### config.mk
export PLATFORM = sky130hd
export DESIGN_NAME = fbwb_fifo
export DESIGN_NICKNAME = d
export VERILOG_FILES = /design/src/sv/assert_macros.svh /design/src/sv/fbwb_pkg.sv /design/src/sv/fbwb_fifo.sv
export SDC_FILE = /design/constraint.sdc
export NUM_CORES = 1
export LEC_CHECK = 0
export BUFFER_PORTS_ARGS = -buffer_cell sky130_fd_sc_hd__clkbuf_2
export CAP_MARGIN = 10
export CORE_MARGIN = 5
export CORE_UTILIZATION = 46
export CTS_BUF_LIST = sky130_fd_sc_hd__clkbuf_16
export DETAILED_ROUTE_END_ITERATION = 8
export HOLD_SLACK_MARGIN = 0.1
export PLACE_DENSITY = 0.82
export SYNTH_ARGS = -nofsm -noshare
export SYNTH_HDL_FRONTEND = slang
export SYNTH_SLANG_ARGS = --single-unit
export TNS_END_PERCENT = 10
### constraint.sdc
create_clock -name clk_i -period 2 [get_ports clk_i]
set_clock_uncertainty 0.15 [all_clocks]
set_input_delay 0.4 -clock clk_i [delete_from_list [all_inputs] [get_ports clk_i]]
set_output_delay 0.4 -clock clk_i [all_outputs]
set_load 0.1 [all_outputs]
### src/sv/assert_macros.svh
// assertion macros for the rtl files of the flash block write-back buffer, used by the top file
// each macro expects clk_i and rst_ni in the scope where it is used
`ifndef ASSERT_MACROS_SVH
`define ASSERT_MACROS_SVH

// property must hold at every clock edge outside reset
`define FBWB_ASSERT(label, prop) \
  label: assert property (@(posedge clk_i) disable iff (!rst_ni) (prop)) \
    else $error("fbwb assertion failed");

// condition must never be seen outside reset
`define FBWB_ASSERT_NEVER(label, cond) \
  label: assert property (@(posedge clk_i) disable iff (!rst_ni) !(cond)) \
    else $error("fbwb forbidden condition seen");

`endif

### src/sv/fbwb_pkg.sv
// package for the flash block write-back buffer
// holds transaction structs, action codes and default sizes; no dependencies
package fbwb_pkg;

  localparam int FBWB_BLOCK_BYTES = 64;
  localparam int FBWB_FLASH_BYTES = 65536;
  localparam int FBWB_QUEUE_DEPTH = 2;
  localparam logic [7:0] FBWB_ERASED_BYTE = 8'hFF;

  typedef enum logic [1:0] {
    ACT_READ        = 2'd0,
    ACT_WRITE       = 2'd1,
    ACT_WRITE_FLUSH = 2'd2,
    ACT_FLUSH       = 2'd3
  } fbwb_action_e;

  typedef struct packed {
    logic [1:0]  action;
    logic [15:0] address;
    logic [7:0]  write_data;
  } fbwb_in_t;

  typedef struct packed {
    logic [7:0] read_data;
    logic       erased;
    logic       programmed;
  } fbwb_out_t;

  // decoded command handed from the front end to the back end
  typedef struct packed {
    logic        is_write;
    logic        flush_after;
    logic        flush_only;
    logic [15:0] address;
    logic [7:0]  write_data;
  } fbwb_cmd_t;

endpackage

### src/sv/fbwb_fifo.sv
// short command queue between front end and back end
// depends on fbwb_pkg
module fbwb_fifo import fbwb_pkg::*; #(
  parameter int DEPTH = FBWB_QUEUE_DEPTH
) (
  input  logic      clk_i,
  input  logic      rst_ni,
  input  logic      push_i,
  input  fbwb_cmd_t data_i,
  output logic      full_o,
  input  logic      pop_i,
  output logic      empty_o,
  output fbwb_cmd_t data_o
);

  localparam int PTR_W = $clog2(DEPTH);
  localparam int CNT_W = $clog2(DEPTH + 1);

  fbwb_cmd_t        mem_q [DEPTH];
  logic [PTR_W-1:0] wr_ptr_q;
  logic [PTR_W-1:0] rd_ptr_q;
  logic [CNT_W-1:0] count_q;

  assign full_o  = (count_q == CNT_W'(DEPTH));
  assign empty_o = (count_q == '0);
  assign data_o  = mem_q[rd_ptr_q];

  always_ff @(posedge clk_i) begin
    if (push_i) begin
      mem_q[wr_ptr_q] <= data_i;
    end
  end

  always_ff @(posedge clk_i or negedge rst_ni) begin
    if (!rst_ni) begin
      wr_ptr_q <= '0;
      rd_ptr_q <= '0;
      count_q  <= '0;
    end else begin
      if (push_i) begin
        wr_ptr_q <= (wr_ptr_q == PTR_W'(DEPTH - 1)) ? '0 : wr_ptr_q + 1'b1;
      end
      if (pop_i) begin
        rd_ptr_q <= (rd_ptr_q == PTR_W'(DEPTH - 1)) ? '0 : rd_ptr_q + 1'b1;
      end
      case ({push_i, pop_i})
        2'b10:   count_q <= count_q + 1'b1;
        2'b01:   count_q <= count_q - 1'b1;
        default: count_q <= count_q;
      endcase
    end
  end

endmodule

==> metrics.md <==
| Metric | Value |
|---|---|
| Run status | `complete, but fails checks` |
| Failing checks | `negative setup slack` |
| Die Footprint | `roughly 6300 um^2` |
| Die height | `79.7 um` |
| Chip width | `79.7 um` |
| Mapped Cells | `100` |
| Worst-Margin Slew | `0.539 ns` |
| Fraction of layout instances using a drive strength above 1 | `60.3%` |
| Pin count of the biggest net entering global routing | `21` |
| DRT iter0 DRCs | `40` |
| Clk slew on worst S/H paths | `0.05 ns` |
| Largest family of logic cells by synthesized area | `multiplexers` |
| Final HPWL DP | `2780 um` |
| Worst min-delay path class | `input pin to flop` |
| Layout area overhead | `50.0%` |
| CP delay by family, top | `flip-flops` |
| Fin area | `3350 um^2` |
| Post-synthesis sequential area ratio | `77.1%` |
| Postcts setup bufs | `0` |
| Count of pins over their slew limit | `0` |
| Synthesis Warnings | `0` |
| Diode count | `0` |
| Clock Sinks | `a little under 60` |
| Hold Path Stages | `1` |
| I/O Buffers | `between 50 and 60` |
| Mapped Nets | `132` |
| Yosys reg bits | `58` |
| Top Metal Used | `met4` |
| FP Rows | `25` |
| Wirelength per Cell | `16.4 um` |
| Synth area leader | `edfxtp_1` |
| Yosys top cell area share | `between 70 and 80%` |
| CP bufs+invs | `2` |
| Area contributors post-synth | `edfxtp_1 73%, mux2_4 13%, dfrtp_1 4.5%` |
| RSZ-0062 raised after global routing | `true` |
| GRT overflow | `0` |
| Hold EP | `mem_q[1][18]$_DFFE_PP_` |
| CTS Buffer Depth | `2` |
| Core Box Area | `roughly 4700 um^2` |
| Worst EP required | `between 1 and 1.5 ns` |
| Initial core utilization | `between 40 and 50%` |
| Finish-stage setup viols | `14` |
| RR Startpoint | `wr_ptr_q$_DFFE_PN0P_` |
| Vias in the first global route | `1284` |
| Max Cap Viol | `0` |
| Routed Wire Length | `4030 um` |
| H-tree depth | `3` |
| Mapped cell area | `2230 um^2` |
| Fmax | `between 0.4 and 0.5 GHz` |
| Detail Route Antenna Nets | `0` |
| Metal2 WL | `2130 um` |
| # fillers | `292` |
| Startpoint Class | `flop` |
| Min-delay src | `data_i[18]` |
| Final period utilization | `102%` |
| Hold Violations, Final | `0` |
| FF-to-FF setup slack | `0.67 ns` |
| I/O pins | `60` |
| Worst Setup End Kind | `output pin` |
| CP max-delay cell | `dfrtp_2` |
| TritonCTS clock tree | `done` |
| Area of placed instances | `3030 um^2` |
| Vias | `approximately 1100` |
| RD Place Congestion | `between 0.6 and 0.7` |
| CP most frequent cell | `buf_12` |
| Drt drc | `0` |
| First-pass GRT wire length | `6250 um` |
| Post-Layout Cell Count | `between 200 and 250` |
| Mux cell area share after synthesis | `16.8%` |
| WP data arrival | `around 1.5 ns` |
| Largest stage delay, worst path | `0.45 ns` |
| Reg-to-Reg End | `mem_q[1][5]$_DFFE_PP_` |
| Drt first pass iters | `4` |
| TritonCTS Buffers | `9` |
| Post-Synth Simple-Gate Area | `approximately 1.1%` |
| Total GRT Usage | `14.2%` |
| Root Driver | `clkbuf_16` |
| Rel. slew slack | `64.2%` |
| Post-Synth Adder-Cell Area | `0.561%` |
| Met1 wire length | `between 1500 and 2000 um` |
| Dpl cells | `229` |
| Hold slack final | `0.124 ns` |
| Crit path max fanout | `12` |
| Worst setup margin | `-0.0465 ns` |
| Minimum clock period | `2.05 ns` |
| Met3 WL | `297 um` |
| Syn avg cell area | `22.3 um^2` |
| Synth cell types | `13` |
| Nets@finish | `between 200 and 250` |
| Clk_lat worst skew | `0.31 ns` |
| Synth Area in Compound Gates | `0%` |
| Vias per cell | `about 4.7` |
| Setup Crit Path Kind | `flop to output pin` |
| Worst R2R Path Depth | `2` |
| Initial antenna violation count | `0` |
| Setup WS pre-CTS | `between 0.2 and 0.3 ns` |
| Synth Area in XOR/XNOR | `about 2%` |
| Worst-path cell chain | `buf_12 -> mux2_2 -> buf_12` |
==> registers in the layout, indices dropped and copies added (netlist names) <==
signal / count
mem_q: 54
rd_ptr_q: 1
count_q: 2
wr_ptr_q: 1
==> metal layers <==
metal  track usage [%]  vias to the layer above
met2              24.0                       48
met4              7.22                        0
met1              15.2                      561
met3              5.76                        4
li1                  -                      531
met5                 0                        -
==> how the worst max path moves through the flow <==
| stage | from | end | slack (ns) | cells after the start |
|---|---|---|---|---|
| 2_1_floorplan | push_i | mem_q[0][0]$_DFFE_PP_ | -0.16 | 2 |
| 3_3_place_gp | rd_ptr_q$_DFFE_PN0P_ | data_o[11] | 0.31 | 3 |
| 3_5_place_dp | rd_ptr_q$_DFFE_PN0P_ | data_o[12] | 0.27 | 3 |
| 4_1_cts | rd_ptr_q$_DFFE_PN0P_ | data_o[14] | -0.07 | 3 |
| 5_1_grt | rd_ptr_q$_DFFE_PN0P_ | data_o[18] | -0.1 | 3 |
| 6_report | rd_ptr_q$_DFFE_PN0P_ | data_o[14] | -0.05 | 3 |
==> metrics by stage <==
| stage | utilization [%] | setup TNS, ns |
|---|---|---|
| 6_report | 70.9 | -0.259 |
| 5_1_grt | 70.9 | -1.37 |
| 4_1_cts | 70.8 | -0.784 |
| 3_5_place_dp | 64.2 | 0 |
| 2_1_floorplan | - | -4.24 |
| 3_3_place_gp | 64.2 | 0 |
==> cell usage in the layout, fill, tap and decap left out, types with 2 or more instances in the layout <==
cell        n
buf_4       5
mux2_4     20
inv_1       2
dfrtp_1     3
clkbuf_2   32
edfxtp_1   54
clkbuf_16   9
mux2_2      7
xnor2_1     2
nor2_2      2
clkinv_1    3
buf_12     28
xor2_1      3
==> cell type report <==
| type | instances | area, um^2 | share of cell area, % |
|---|---|---|---|
| Sequential cell | 58 | 1720 | 51.5 |
| Inverter | 1 | 3.75 | 0.112 |
| Clock inverter | 6 | 50.0 | 1.49 |
| Clock buffer | 9 | 225 | 6.73 |
| Multi-Input combinational cell | 38 | 467 | 13.9 |
| Timing Repair Buffer | 67 | 796 | 23.8 |
| Tap cell | 67 | 83.8 | 2.50 |
==> logic make-up after synthesis <==
| group | Yosys count |
|---|---|
| AND/OR/NAND/NOR | 5 |
| adder cells (fa/ha/maj) | 1 |
| buffers and inverters | 4 |
| flip-flops | 58 |
| XOR/XNOR | 5 |
| multiplexers | 27 |
==> synthesized netlist by cell type <==
cell type  instances
inv_1              1
buf_6              1
mux2_4            19
ha_1               1
and2_1             1
mux2_2             8
xnor2_1            2
xor2_1             3
buf_12             2
edfxtp_1          54
nor2b_1            1
nor2_1             3
dfrtp_1            4
==> repair_timing <==
| action | in CTS | in global routing |
|---|---|---|
| hold buffers | 1 | 0 |
| cloned | 1 | 0 |
| resized for setup | 2 | 1 |
| hold endpoints to repair | 4 | 0 |
| endpoints found under the setup margin | 24 | 27 |
| pin swaps | 0 | 0 |
Power is not shown: default switching activity piles up to over one toggle a cycle in this logic, so the estimate is an artifact.
